File: config.mk
export PLATFORM = sky130hd
export DESIGN_NAME = kwq_slot_table
export DESIGN_NICKNAME = d
export VERILOG_FILES = /design/src/hw/rtl/keyed_wait_queue_table_core_macros.svh /design/src/hw/rtl/kwq_pkg.sv /design/src/hw/rtl/kwq_slot_table.sv
export SDC_FILE = /design/constraint.sdc
export NUM_CORES = 1
export LEC_CHECK = 0
export BUFFER_PORTS_ARGS = -buffer_cell sky130_fd_sc_hd__clkbuf_2
export CAP_MARGIN = 20
export CORE_MARGIN = 2
export CORE_UTILIZATION = 45
export DETAILED_ROUTE_END_ITERATION = 16
export PLACE_DENSITY = 0.62
export SLEW_MARGIN = 30
export SYNTH_ARGS = -nofsm -noshare
export SYNTH_HDL_FRONTEND = slang
export SYNTH_SLANG_ARGS = --single-unit
File: constraint.sdc
create_clock -name clk -period 7.1 [get_ports clk]
set_clock_uncertainty 0.2 [all_clocks]
set_input_delay 1.065 -clock clk [delete_from_list [all_inputs] [get_ports clk]]
set_output_delay 1.065 -clock clk [all_outputs]
set_load 0.02 [all_outputs]
File: src/hw/rtl/keyed_wait_queue_table_core_macros.svh
// ---------------------------------------------------------------------------
// Assertion macros for the keyed wait queue table
// Shared wrappers for concurrent assertions clocked by clk and held off
// while rst_n is low.
// ---------------------------------------------------------------------------
`ifndef KEYED_WAIT_QUEUE_TABLE_CORE_MACROS_SVH
`define KEYED_WAIT_QUEUE_TABLE_CORE_MACROS_SVH

// The condition must never be true.
`define KWQ_ASSERT_NEVER(label, cond, msg) \
  label: assert property (@(posedge clk) disable iff (!rst_n) !(cond)) \
    else $error(msg);

// The consequent must hold in the same cycle as the antecedent.
`define KWQ_ASSERT_IMPL(label, ante, cons, msg) \
  label: assert property (@(posedge clk) disable iff (!rst_n) (ante) |-> (cons)) \
    else $error(msg);

// The consequent must hold in the cycle after the antecedent.
`define KWQ_ASSERT_NEXT(label, ante, cons, msg) \
  label: assert property (@(posedge clk) disable iff (!rst_n) (ante) |=> (cons)) \
    else $error(msg);

`endif

File: src/hw/rtl/kwq_pkg.sv
// ---------------------------------------------------------------------------
// kwq_pkg
// Command and status codes, field widths and the control structs shared by
// the keyed wait queue table modules.
// ---------------------------------------------------------------------------
`default_nettype none

package kwq_pkg;

  localparam int HANDLE_W    = 32;
  localparam int KIND_W      = 8;
  localparam int ID_W        = 64;
  localparam int CMD_W       = 2;
  localparam int STATUS_W    = 2;
  localparam int TOTAL_W     = 9;
  localparam int IN_TDATA_W  = 112;
  localparam int OUT_TDATA_W = 80;

  localparam logic [CMD_W-1:0] CMD_PUSH    = 2'd0;
  localparam logic [CMD_W-1:0] CMD_POP_ONE = 2'd1;
  localparam logic [CMD_W-1:0] CMD_POP_ALL = 2'd2;
  localparam logic [CMD_W-1:0] CMD_IGNORED = 2'd3;

  localparam logic [STATUS_W-1:0] ST_OK         = 2'd0;
  localparam logic [STATUS_W-1:0] ST_NO_WAITER  = 2'd1;
  localparam logic [STATUS_W-1:0] ST_KEY_FULL   = 2'd2;
  localparam logic [STATUS_W-1:0] ST_QUEUE_FULL = 2'd3;

  localparam logic [ID_W-1:0] ID_NONE = '1;

  // Result of one key scan; hit and free_found are held until the next scan starts, done is a strobe.
  typedef struct packed {
    logic done;
    logic hit;
    logic free_found;
  } kwq_scan_res_t;

  // Slot table write request.
  typedef struct packed {
    logic we;
    logic valid;
  } kwq_slot_upd_t;

endpackage

`default_nettype wire

File: src/hw/rtl/kwq_slot_table.sv
// ---------------------------------------------------------------------------
// kwq_slot_table
// Key slot memory with valid flags and one shared key comparator. A scan
// walks the slots one per cycle, stops at the first match and otherwise
// reports the lowest free slot.
// ---------------------------------------------------------------------------
`default_nettype none

module kwq_slot_table import kwq_pkg::*; #(
  parameter int KEY_SLOTS   = 16,
  parameter int SW          = 4,
  parameter int HW          = 4,
  parameter int CW          = 5
) (
  input  wire logic                clk,
  input  wire logic                rst_n,
  input  wire logic                scan_start,
  input  wire logic [HANDLE_W-1:0] scan_handle,
  input  wire logic [KIND_W-1:0]   scan_kind,
  output kwq_scan_res_t            scan_res,
  output logic      [SW-1:0]       res_slot,
  output logic      [HW-1:0]       res_head,
  output logic      [CW-1:0]       res_cnt,
  input  wire kwq_slot_upd_t       upd,
  input  wire logic [SW-1:0]       upd_slot,
  input  wire logic [HW-1:0]       upd_head,
  input  wire logic [CW-1:0]       upd_cnt
);

  localparam int KW = HANDLE_W + KIND_W;
  localparam int EW = KW + HW + CW;

  logic [EW-1:0]        mem [KEY_SLOTS];
  logic [EW-1:0]        rdata_r;
  logic [KEY_SLOTS-1:0] valid_r;
  logic [KW-1:0]        key_r;
  logic                 busy_r;
  logic                 cmp_pend_r;
  logic                 done_r;
  logic                 hit_r;
  logic                 free_found_r;
  logic [SW:0]          scan_idx_r;
  logic [SW-1:0]        cmp_idx_r;
  logic [SW-1:0]        free_idx_r;
  logic [SW-1:0]        slot_r;
  logic [HW-1:0]        head_r;
  logic [CW-1:0]        cnt_r;

  logic issue;
  logic cur_valid;
  logic cur_hit;
  logic cur_last;

  assign issue     = busy_r && (scan_idx_r < (SW+1)'(KEY_SLOTS));
  assign cur_valid = valid_r[cmp_idx_r];
  assign cur_hit   = cmp_pend_r && cur_valid && (rdata_r[KW-1:0] == key_r);
  assign cur_last  = cmp_pend_r && (cmp_idx_r == SW'(KEY_SLOTS - 1));

  // Entry layout from the lowest bit: handle, kind, head, count.
  always_ff @(posedge clk) begin
    if (upd.we) begin
      mem[upd_slot] <= {upd_cnt, upd_head, key_r};
    end
    if (issue) begin
      rdata_r <= mem[scan_idx_r[SW-1:0]];
    end
  end

  always_ff @(posedge clk) begin
    if (!rst_n) begin
      valid_r      <= '0;
      key_r        <= '0;
      busy_r       <= 1'b0;
      cmp_pend_r   <= 1'b0;
      done_r       <= 1'b0;
      hit_r        <= 1'b0;
      free_found_r <= 1'b0;
      scan_idx_r   <= '0;
      cmp_idx_r    <= '0;
      free_idx_r   <= '0;
      slot_r       <= '0;
      head_r       <= '0;
      cnt_r        <= '0;
    end else begin
      done_r <= 1'b0;
      if (upd.we) begin
        valid_r[upd_slot] <= upd.valid;
      end
      if (scan_start) begin
        key_r        <= {scan_kind, scan_handle};
        busy_r       <= 1'b1;
        scan_idx_r   <= '0;
        cmp_pend_r   <= 1'b0;
        hit_r        <= 1'b0;
        free_found_r <= 1'b0;
      end else if (busy_r) begin
        cmp_pend_r <= issue;
        cmp_idx_r  <= scan_idx_r[SW-1:0];
        if (issue) begin
          scan_idx_r <= scan_idx_r + 1'b1;
        end
        if (cmp_pend_r && !cur_valid && !free_found_r) begin
          free_found_r <= 1'b1;
          free_idx_r   <= cmp_idx_r;
        end
        if (cur_hit) begin
          hit_r      <= 1'b1;
          slot_r     <= cmp_idx_r;
          head_r     <= rdata_r[KW +: HW];
          cnt_r      <= rdata_r[KW+HW +: CW];
          busy_r     <= 1'b0;
          cmp_pend_r <= 1'b0;
          done_r     <= 1'b1;
        end else if (cur_last) begin
          // No match anywhere: hand back the lowest free slot, if any.
          slot_r     <= free_found_r ? free_idx_r : cmp_idx_r;
          head_r     <= '0;
          cnt_r      <= '0;
          busy_r     <= 1'b0;
          cmp_pend_r <= 1'b0;
          done_r     <= 1'b1;
        end
      end
    end
  end

  assign scan_res = '{done: done_r, hit: hit_r, free_found: free_found_r};
  assign res_slot = slot_r;
  assign res_head = head_r;
  assign res_cnt  = cnt_r;

endmodule

`default_nettype wire

After elaboration in Yosys (flattened, before gate mapping)
Memories as Yosys holds them, arrays and structs flattened. A register that Yosys moved wholly into a read port is not among the register bits.
Index checks and enable logic that the tools add are counted.
- bits in registers: 87
- output and inout port bits: 16
- input bits: 58
- memories: 1
- word-level logic and storage cells: 64
- memory bits (writable): 784
- bitwise logic cells: 3
- equality and inequality tests: 2
- add/sub/neg operators: 1
- reductions and logical operators: 18
- magnitude comparators: 4
- multiplexer cells: 22
- memory list (name ; depth ; width ; read ports ; clocked after Yosys merged registers in ; write ports ; RTL line ; RTL):
    mem ; 16 ; 49 ; 1 ; 1 ; 1 ; kwq_slot_table.sv:33 ; logic [EW-1:0] mem [KEY_SLOTS];
- operators by type and width (kind ; count):
    equality test 40 bit ; 1
    two-way mux 4 bit ; 5
    bitwise mux 16 bit ; 1
    two-way mux 1 bit ; 12
    < comparator 4 x 5 -> 1 bit (second input constant) ; 2
    two-way mux 5 bit ; 2
    AND reduction 2 bit ; 4
    logical AND 1 bit ; 7
    AND reduction 3 bit ; 2
    adder 5 x 1 -> 5 bit (second input constant) ; 1
    < comparator 5 bit (second input constant) ; 1
    binary-select mux 1 bit (select 4 bit) ; 1
    demux 1 bit (select 4 bit) ; 1
    equality test 4 bit (second input constant) ; 1
    greater-or-equal comparator 4 x 1 -> 1 bit (second input constant) ; 1
    NOT 1 bit ; 3
    OR reduction 3 bit ; 1
    logical NOT 1 bit ; 2
    nonzero test 2 bit ; 1
    OR reduction 2 bit ; 1

Depth between registers and ports, before layout
Gate-level depths: netlist of the first run.
- depth after elaboration: 7
- gate-level depth with buffers: 8
- gate-level depth less buffers: 6

Least setup slack after synthesis of the first run
Ideal clock, no wire load.
- kind: input to register
- start: input upd_slot[0]
- end: register valid_r[1]
- path slack: 1.289 ns
- cell stages on the path: 4
- data required time: 6.780 ns
- buffers on the path: 1
- data arrival time: 5.491 ns
- setup time: 0.120 ns
- path through: clkbuf_1 -> nor3b_1 -> mux2i_1 -> nor2b_1
- longest elaborated chain between the ends: 5
- elaborated cells on any way between the ends: 6
- those cells by class: order compare (2); mux (3); reduce/logical (1)
- ends and longest elaborated chain (element ; RTL line ; RTL):
    from (decl) ; kwq_slot_table.sv:25 ; input wire logic [SW-1:0] upd_slot,
    < comparator 4 x 5 -> 1 bit (not written as such) or greater-or-equal comparator 4 x 1 -> 1 bit (tied branches) ; kwq_slot_table.sv:87 ; valid_r[upd_slot] <= upd.valid;
    logical AND 1 bit (not written as such) ; kwq_slot_table.sv:87 ;
    two-way mux 1 bit (not written as such) ; kwq_slot_table.sv:87 ;
    demux 1 bit (select 4 bit) (*) ; kwq_slot_table.sv:87 ;
    bitwise mux 16 bit (*) ; kwq_slot_table.sv:87 ;
    to (signal, indexed assignment) ; kwq_slot_table.sv:87 ;
    to (decl) ; kwq_slot_table.sv:35 ; logic [KEY_SLOTS-1:0] valid_r;
Mark *: on every way between the ends. The rest lies on a longest branch, timed or not.
A chain may end at the register's enable or synchronous reset.

Worst setup path in the final report of the first run
- start: register key_r[31]
- end: register head_r[2] (netlist: res_head[2])
- longest elaborated chain between the ends: 4
- elaborated cells on any way between the ends: 5
- those cells by class: eq/ne (1); mux (1); reduce/logical (3)
- ends and longest elaborated chain (element ; RTL line ; RTL):
    from (decl) ; kwq_slot_table.sv:36 ; logic [KW-1:0] key_r;
    from (signal assigned) ; kwq_slot_table.sv:90 ; key_r <= {scan_kind, scan_handle};
    equality test 40 bit (*) ; kwq_slot_table.sv:56 ; assign cur_hit = cmp_pend_r && cur_valid && (rdata_r[KW-1:0] == key_r);
    logical AND 1 bit (*) ; kwq_slot_table.sv:56 ;
    nonzero test 2 bit (no line) ; n/a ;
    AND reduction 3 bit (no line) ; n/a ;
    to (signal assigned) ; kwq_slot_table.sv:109 ; head_r <= rdata_r[KW +: HW];
    to (decl) ; kwq_slot_table.sv:46 ; logic [HW-1:0] head_r;
Marks and branches as above.

==> metrics.csv, run 1 <==
stage;metric;value;unit
synth;syn_area_per_cell;22.1;sq um
final_layout;fillers;6072;
pwr;cell leakage power;12.3;nW
sta;worst setup margin;3400;ps
cts;clock buffer depth;3;
placement;number of port buffers;73;
sta;final count of pins violating max slew;0;
placement;Post-DP HPWL;43400;microns
detailed_routing;DR WL/cell;26.8;microns
sta;Worst slew margin;38.0;%
synth;Netlist Area Pre-Place;35100;sq um
synth;Synth Instances;1590;
hold_path;Worst Hold Class;reg2reg;
cts;TritonCTS buffer count;96;
sta;Max Freq;270;MHz
critical_path;Worst setup EP type;flip-flop;
placement;pre-CTS WS;3310;ps
synth;Yosys cell types;38;
global_route;grt total ovfl;0;
detailed_routing;post-DR vias/cell;5.67;
synth;register area share after synthesis;76.3;%
detailed_routing;vias;16000;
sta;Final Hold Viols;0;
synth;syn_nets;1649;
cts;clock sinks;920;
detailed_routing;final wirelength;76000;microns
critical_path;Reg-to-Reg End;res_head[2]$_SDFFE_PN0P_;
detailed_routing;Antenna Nets Post-Route;0;
detailed_routing;first-pass detailed-route iteration total;5;
global_route;Total GRT Usage;19.2;%
final_layout;Synth-to-Final Area Change;14.4;%
floorplanning;Core Region;77300;sq um
floorplanning;die footprint;80200;sq um
sta;Final setup viols;0;
synth;mux cell area share after synthesis;18.0;%
final_layout;final core occ;51.9;%
placement;dpl cells;2651;
status;status;complete, no violations;
sta;total negative setup slack;0;ps
final_layout;nets;1770;
synth;Post-synth EDFFs;833;
critical_path;FF-to-FF path depth;7;
synth;Compound-Gate Fraction of Synth Area;1.12;%
cts;root buffer cell;clkbuf_16;
critical_path;FF-to-FF Start;key_r[31]$_SDFFE_PN0P_;
critical_path;reg-to-reg slack, setup;3400;ps
detailed_routing;final routed DRC violation total;0;
synth;adder-cell area share of the yosys netlist;0.0357;%
cts;cts hold-fix bufs;0;
cts;H-tree Lvls;3;
critical_path;crit start category;flip-flop;
hold_path;hold_sp;res_cnt[3]$_SDFFE_PN0P_;
synth;Post-Synth XOR/XNOR Area;1.07;%
sta;minimum clock period;3700;ps
critical_path;slowest CP cell;nor4_1;
global_route;vias in the first global route;16500;
global_route;first-pass GRT wire length;113000;microns
synth;Main synth FF type;edfxtp_1;
cts;worst-skew pair later-pin latency;640;ps
critical_path;WP buf/inv;1;
cts;CTS tree;built;
critical_path;family with the most delay on the worst path;simple AND/OR/NAND/NOR gates;
final_layout;commonest non-fill, non-tap cell in the layout;edfxtp_1;
cts;Post-CTS Repair Setup Buffers;0;
global_route;antenna violations before repair;0;
pwr;PD cells;285;nW/um^2
cts;post-cts sizing count;0;
floorplanning;Die W;283;microns
final_layout;Finished Layout Cells;2832;
floorplanning;Starting Density;45.3;%
detailed_routing;Iter 0 DRT Violations;1439;
global_route;pin count of the biggest net entering global routing;97;
final_layout;area of the multi-input gates;8050;sq um
pwr;Max VDD drop;0.000232;V
sta;RSZ-0062 raised after global routing;no;
critical_path;worst path required time;7440;ps
final_layout;most frequent cells in the layout;edfxtp_1, mux4_2, clkbuf_16;
synth;largest family of logic cells by synthesized area;multiplexers;
final_layout;ant diodes;0;
floorplanning;io pins;74;
hold_path;hold path depth;2;
hold_path;Hold Path Sink;res_cnt[3]$_SDFFE_PN0P_;
synth;post-synthesis simple-gate area fraction;2.41;%
critical_path;CP Cell Sequence;xor2_1 > nor4_1 > nand4_1 > nor4_4 > buf_6 > mux2_2 > a21boi_0;
synth;synthesis warning total;0;
flow_run;# Max-Cap Violations;0;
critical_path;kind of critical path;reg2reg;
floorplanning;die height;283;microns
floorplanning;row count;102;
final_layout;sequential cell area;26800;sq um
critical_path;Worst Path Arrival;4040;ps
critical_path;CP Depth;7;
placement;GPL Wtd Cong;0.832;
critical_path;Crit path largest cell delay;740;ps
sta;Worst-Margin Slew;928;ps
final_layout;layout cells sized above 1;29.8;%
sta;Tcrit/Tclk final;52.1;%
cts;Reg clk slew, reported paths;60;ps
critical_path;crit path max fanout;18;
synth;Synth async-reset ratio;0;%
synth;FF+latch count, synth;920;
[where the power goes]
group	internal (mW)	total, mW	switching (mW)
combinational	0.178	0.401	0.223
clock	2.90	4.91	2.01
sequential	6.03	6.12	0.0953
[how the worst max path moves through the flow]
stage	slack, ps	startpoint	end
finish	3400	key_r[31]$_SDFFE_PN0P_	res_head[2]$_SDFFE_PN0P_
global route	3160	key_r[31]$_SDFFE_PN0P_	res_head[2]$_SDFFE_PN0P_
floorplan	1290	upd_slot[0]	valid_r[1]$_SDFFE_PN0P_
CTS	3380	key_r[32]$_SDFFE_PN0P_	res_head[2]$_SDFFE_PN0P_
global placement	3190	key_r[32]$_SDFFE_PN0P_	res_cnt[4]$_SDFFE_PN0P_
detailed placement	3310	upd_slot[1]	valid_r[5]$_SDFFE_PN0P_
[registers in the layout, indices dropped and copies added, names as in the netlist]
register / count
busy_r: 1
cmp_idx_r: 4
cmp_pend_r: 1
done_r: 1
free_found_r: 1
free_idx_r: 4
hit_r: 1
key_r: 40
mem: 784
rdata_r: 49
res_cnt: 5
res_head: 4
res_slot: 4
scan_idx_r: 5
valid_r: 16
[logic make-up (layout without fill, tap and decap cells)]
| group | count (synthesis) | after routing |
|---|---|---|
| AO/OA/AOI/OAI | 56 | 56 |
| flip-flops | 920 | 920 |
| multiplexers | 313 | 313 |
| AND/OR/NAND/NOR | 166 | 166 |
| adder cells (fa/ha/maj) | 1 | 1 |
| XOR/XNOR | 43 | 43 |
| buffers and inverters | 91 | 293 |
[final cells by class]
cell class                      count  area share, %
Timing Repair Buffer              110           2.16
Clock inverter                     42           1.03
Clock buffer                      137           6.73
Inverter                            4         0.0374
Sequential cell                   920           66.7
Tap cell                         1040           3.24
Multi-Input combinational cell    579           20.1
[per-stage QoR]
step | area (sq um) | hold WS [ps] | power, mW
after floorplan | 35100 | 238 | 6.46
after global placement | 36700 | 262 | 6.63
after detailed placement | 37000 | 287 | 6.65
after CTS | 40100 | 295 | 11.5
after global routing | 40100 | 310 | 11.8
final | 40100 | 293 | 11.4
[synthesized netlist by cell type, types with 2 or more instances]
cell type | count | share of area, %
clkbuf_1 | 52 | 0.56
nand2_1 | 57 | 0.61
nand3b_1 | 2 | 0.043
nor3_1 | 2 | 0.029
xor2_1 | 29 | 0.72
mux4_1 | 4 | 0.30
buf_6 | 2 | 0.064
inv_1 | 4 | 0.043
a21boi_0 | 21 | 0.45
buf_4 | 3 | 0.064
a21oi_1 | 6 | 0.086
nor4_1 | 6 | 0.11
o211a_1 | 4 | 0.11
a31oi_1 | 5 | 0.089
edfxtp_1 | 833 | 71
mux2_4 | 6 | 0.26
mux2_2 | 4 | 0.13
nand3_1 | 5 | 0.071
nor2_1 | 27 | 0.29
nor2b_1 | 49 | 0.87
and3_1 | 3 | 0.054
mux4_2 | 245 | 16
mux2i_1 | 54 | 1.5
buf_1 | 16 | 0.17
nand4_1 | 5 | 0.089
buf_2 | 14 | 0.20
a21boi_2 | 5 | 0.16
xnor2_1 | 14 | 0.35
o21ai_0 | 14 | 0.20
nand2b_1 | 5 | 0.089
dfxtp_1 | 87 | 5.0
[worst min-delay path, cell delays in order, from the launching register on]
cell      delay (ps)
dfxtp_1          320
nand2_1           80
a21boi_2          50
[layer usage]
layer  part of all wire, %  global-route usage, %  up-vias  wire length (microns)
met2                    48                   29.7      511                  36300
met3                   5.7                   3.17      101                   4300
li1                      -                      -     6815                      -
met1                    44                   28.4     8617                  33600
met5                     0                      0        -                      0
met4                   2.3                   5.15        0                   1760
No activity file was read; power rests on OpenSTA's default activity.
==> inputs of run 2 (changes only) <==
--- a/config.mk
+++ b/config.mk
@@ -5,12 +5,13 @@
 export SDC_FILE = /design/constraint.sdc
 export NUM_CORES = 1
 export LEC_CHECK = 0
+export ABC_AREA = 1
 export BUFFER_PORTS_ARGS = -buffer_cell sky130_fd_sc_hd__clkbuf_2
 export CAP_MARGIN = 20
 export CORE_MARGIN = 2
 export CORE_UTILIZATION = 45
 export DETAILED_ROUTE_END_ITERATION = 16
-export PLACE_DENSITY = 0.62
+export PLACE_DENSITY = 0.65
 export SLEW_MARGIN = 30
 export SYNTH_ARGS = -nofsm -noshare
 export SYNTH_HDL_FRONTEND = slang
==> constraint.sdc (replaced) <==
create_clock -name clk -period 3.32 [get_ports clk]
set_clock_uncertainty 0.2 [all_clocks]
set_input_delay 0.498 -clock clk [delete_from_list [all_inputs] [get_ports clk]]
set_output_delay 0.498 -clock clk [all_outputs]
set_load 0.02 [all_outputs]
==> metrics.csv, run 2 <==
stage;metric;value;unit;change
status;status;complete, no violations;;unchanged
floorplanning;die height;287;microns;was 283 microns
sta;worst setup margin;542;ps;was 3400 ps
sta;Tcrit/Tclk final;83.7;%;was 52.1%
final_layout;layout cells sized above 1;11.2;%;was 29.8%
sta;Max Freq;360;MHz;was 270 MHz
critical_path;FF-to-FF Start;key_r[25]$_SDFFE_PN0P_;;was key_r[31]$_SDFFE_PN0P_
synth;Synth Instances;2737;;was 1590
final_layout;nets;2877;;was 1770
sta;minimum clock period;2780;ps;was 3700 ps
pwr;Reg power frac;53.3;%;was 53.5%
global_route;pin count of the biggest net entering global routing;167;;was 97
synth;Yosys top cell by area;edfxtp_1;;unchanged
synth;largest family of logic cells by synthesized area;simple AND/OR/NAND/NOR gates;;was multiplexers
sta;total negative setup slack;0;ps;unchanged
final_layout;fillers;6494;;was 6072
critical_path;Crit path top cell by count;nand2_1;;
pwr;switching share of power;21.5;%;was 20.4%
synth;Netlist Area Pre-Place;35900;sq um;was 35100 sq um
placement;pre-CTS WS;552;ps;was 3310 ps
cts;cts hold-fix bufs;17;;was 0
critical_path;crit path max fanout;18;;unchanged
synth;Post-Synth XOR/XNOR Area;0.195;%;was 1.07%
floorplanning;Starting Density;45.5;%;was 45.3%
placement;GPL Wtd Cong;0.814;;was 0.832
sta;final count of pins violating max slew;0;;unchanged
detailed_routing;post-DR vias/cell;5.76;;was 5.67
hold_path;Worst Hold Class;in2reg;;was reg2reg
synth;most frequent cell after synthesis;edfxtp_1;;unchanged
synth;Yosys top cell area share;69.6;%;was 71.3%
detailed_routing;Iter 0 DRT Violations;2514;;was 1439
global_route;grt total ovfl;0;;unchanged
synth;post-synthesis simple-gate area fraction;10.1;%;was 2.41%
pwr;Comb power frac;4.3;%;was 3.5%
detailed_routing;Antenna Nets Post-Route;0;;unchanged
floorplanning;io pins;74;;unchanged
final_layout;ant diodes;0;;unchanged
synth;syn_area_per_cell;13.1;sq um;was 22.1 sq um
sta;Final Hold Viols;0;;unchanged
cts;H-tree Lvls;3;;unchanged
critical_path;slowest CP cell;dfxtp_1;;was nor4_1
critical_path;Crit path largest cell delay;640;ps;was 740 ps
pwr;Switching Power;5.27;mW;was 2.33 mW
detailed_routing;final wirelength;93500;microns;was 76000 microns
sta;Worst-Margin Slew;1040;ps;was 928 ps
synth;synthesis warning total;0;;unchanged
critical_path;Worst setup endpoint;res_slot[3]$_SDFFE_PN0P_;;was res_head[2]$_SDFFE_PN0P_
final_layout;most frequent cells in the layout;edfxtp_1, nor2_1, o21ai_0;;was edfxtp_1, mux4_2, clkbuf_16
cts;clock buffer depth;3;;unchanged
cts;clock sinks;920;;unchanged
critical_path;worst path required time;3710;ps;was 7440 ps
synth;Synth area leaders;edfxtp_1, nor2_1, dfxtp_1, o21ai_0, o32ai_1;;was edfxtp_1, mux4_2, dfxtp_1, mux2i_1, nor2b_1
critical_path;reg-to-reg slack, setup;540;ps;was 3400 ps
sta;Worst slew margin;30.7;%;was 38.0%
cts;Post-CTS Repair Setup Buffers;0;;unchanged
sta;Final setup viols;0;;unchanged
sta;RSZ-0062 raised after global routing;no;;unchanged
global_route;Total GRT Usage;22.7;%;was 19.2%
detailed_routing;vias;22700;;was 16000
synth;Yosys cell types;36;;was 38
floorplanning;row count;103;;was 102
final_layout;biggest regs;mem: 784 flops, rdata_r: 49 flops, key_r: 40 flops;;unchanged
floorplanning;Core Region;79000;sq um;was 77300 sq um
cts;worst-skew pair later-pin latency;660;ps;was 640 ps
detailed_routing;DR WL/cell;23.7;microns;was 26.8 microns
synth;Compound-Gate Fraction of Synth Area;9.76;%;was 1.12%
pwr;PD cells;595;nW/um^2;was 285 nW/um^2
synth;top cells by count, synth;edfxtp_1, nor2_1, o21ai_0, nand2_1, o32ai_1;;was edfxtp_1, mux4_2, dfxtp_1, nand2_1, mux2i_1
synth;FF+latch count, synth;920;;unchanged
detailed_routing;first-pass detailed-route iteration total;5;;unchanged
pwr;Clk network pwr share;42.4;%;was 43.0%
global_route;antenna violations before repair;3;;was 0
global_route;vias in the first global route;22200;;was 16500
placement;Post-DP HPWL;47600;microns;was 43400 microns
final_layout;max reg flops;784;;unchanged
placement;number of port buffers;73;;unchanged
cts;post-cts sizing count;0;;unchanged
synth;Post-synth EDFFs;833;;unchanged
cts;Reg clk slew, reported paths;60;ps;about the same
final_layout;commonest non-fill, non-tap cell in the layout;edfxtp_1;;unchanged
detailed_routing;final routed DRC violation total;0;;unchanged
critical_path;first element of the critical path;key_r[25]$_SDFFE_PN0P_;;was key_r[31]$_SDFFE_PN0P_
critical_path;Worst setup EP type;flip-flop;;unchanged
pwr;power after layout;24.5;mW;was 11.4 mW
floorplanning;Die W;287;microns;was 283 microns
critical_path;kind of critical path;reg2reg;;unchanged
critical_path;crit start category;flip-flop;;unchanged
final_layout;Synth-to-Final Area Change;14.5;%;was 14.4%
final_layout;Most flops, register;mem;;unchanged
sta;hold_ws;26.2;ps;was 293 ps
critical_path;FF-to-FF path depth;14;;was 7
pwr;Max VDD drop;0.000398;V;was 0.000232 V
synth;register area share after synthesis;74.4;%;was 76.3%
cts;CTS tree;built;;unchanged
pwr;Pint;19.2;mW;was 9.11 mW
critical_path;Worst Path Arrival;3170;ps;was 4040 ps
synth;adder-cell area share of the yosys netlist;0.0348;%;was 0.0357%
cts;root buffer cell;clkbuf_16;;unchanged
synth;mux cell area share after synthesis;2.17;%;was 18.0%
floorplanning;die footprint;82200;sq um;was 80200 sq um
cts;TritonCTS buffer count;92;;was 96
synth;Main synth FF type;edfxtp_1;;unchanged
critical_path;Reg-to-Reg End;res_slot[3]$_SDFFE_PN0P_;;was res_head[2]$_SDFFE_PN0P_
critical_path;CP Cell Sequence;inv_1 > nand2_1 > nand2_1 > nor2_1 > nand2_1 > nor2_1 > nand2_1 > nor2_1 > nand3_2 > nand2_4 > nand2_4 > nand2_1 > nand2_1 > nor2_1;;was xor2_1 > nor4_1 > nand4_1 > nor4_4 > buf_6 > mux2_2 > a21boi_0
global_route;first-pass GRT wire length;139000;microns;was 113000 microns
pwr;cell leakage power;13.8;nW;was 12.3 nW
synth;syn_nets;2796;;was 1649
final_layout;final core occ;52.1;%;was 51.9%
synth;Synth async-reset ratio;0;%;unchanged
flow_run;# Max-Cap Violations;0;;unchanged
[run 2: worst min path at each step]
stage / start / end / slack, ps / depth (start not counted)
2_1_floorplan: hit_r$_SDFFE_PP0P_ / hit_r$_SDFFE_PP0P_ / 240 / 1
3_3_place_gp: hit_r$_SDFFE_PP0P_ / hit_r$_SDFFE_PP0P_ / 250 / 1
3_5_place_dp: res_head[0]$_SDFFE_PN0P_ / res_head[0]$_SDFFE_PN0P_ / 250 / 2
4_1_cts: scan_kind[3] / key_r[35]$_SDFFE_PN0P_ / 7 / 3
5_1_grt: scan_kind[3] / key_r[35]$_SDFFE_PN0P_ / 3 / 3
6_report: scan_kind[3] / key_r[35]$_SDFFE_PN0P_ / 30 / 3
[run 2: layout make-up]
class                           count  area (sq um)  share of cell area (%)
Inverter                          103           399                   0.970
Tap cell                         1050          1310                    3.19
Clock inverter                     51           484                    1.18
Multi-Input combinational cell   1540          8140                    19.8
Sequential cell                   920         26800                    65.0
Timing Repair Buffer              161          1520                    3.69
Clock buffer                      122          2540                    6.17
[run 2: critical path, delay by kind of cell (launching register included)]
kind,cells,cell delay [ps]
AND/OR/NAND/NOR,13,1760
buffers and inverters,1,110
flip-flops,1,640
[run 2: power by group through the flow]
stage          clock network (mW)  registers (mW)  logic (mW)
2_1_floorplan                   0            13.3       0.611
3_3_place_gp                    0            13.3        1.02
3_5_place_dp                    0            13.3        1.04
4_1_cts                      10.5            13.1        1.06
5_1_grt                      10.9            13.1        1.16
6_report                     10.4            13.1        1.06
[run 2: cell families after synthesis]
| kind of cell | count (synthesis) |
|---|---|
| muxes | 78 |
| and+or+nand+nor | 913 |
| DFF | 920 |
| adders and majority gates | 1 |
| xor gates and xnor gates | 8 |
| AOI/OAI and AO/OA | 540 |
| buffers and inverters | 277 |
[run 2: through the flow]
step / area [sq um] / std cells
2_1_floorplan: 36000 / 2737
3_3_place_gp: 38000 / 3757
3_5_place_dp: 38000 / 3757
4_1_cts: 41200 / 3947
5_1_grt: 41200 / 3947
6_report: 41200 / 3947
[run 2: per-layer routing]
layer  share of wire (%)  GRT usage [%]  wire [microns]  up-vias
li1                    -              -               -    10300
met1                  41           30.4           38100    11300
met2                  48           37.1           44500      937
met3                 7.9           4.32            7420      205
met4                 3.7           8.46            3420        6
met5               0.044              0              41        -
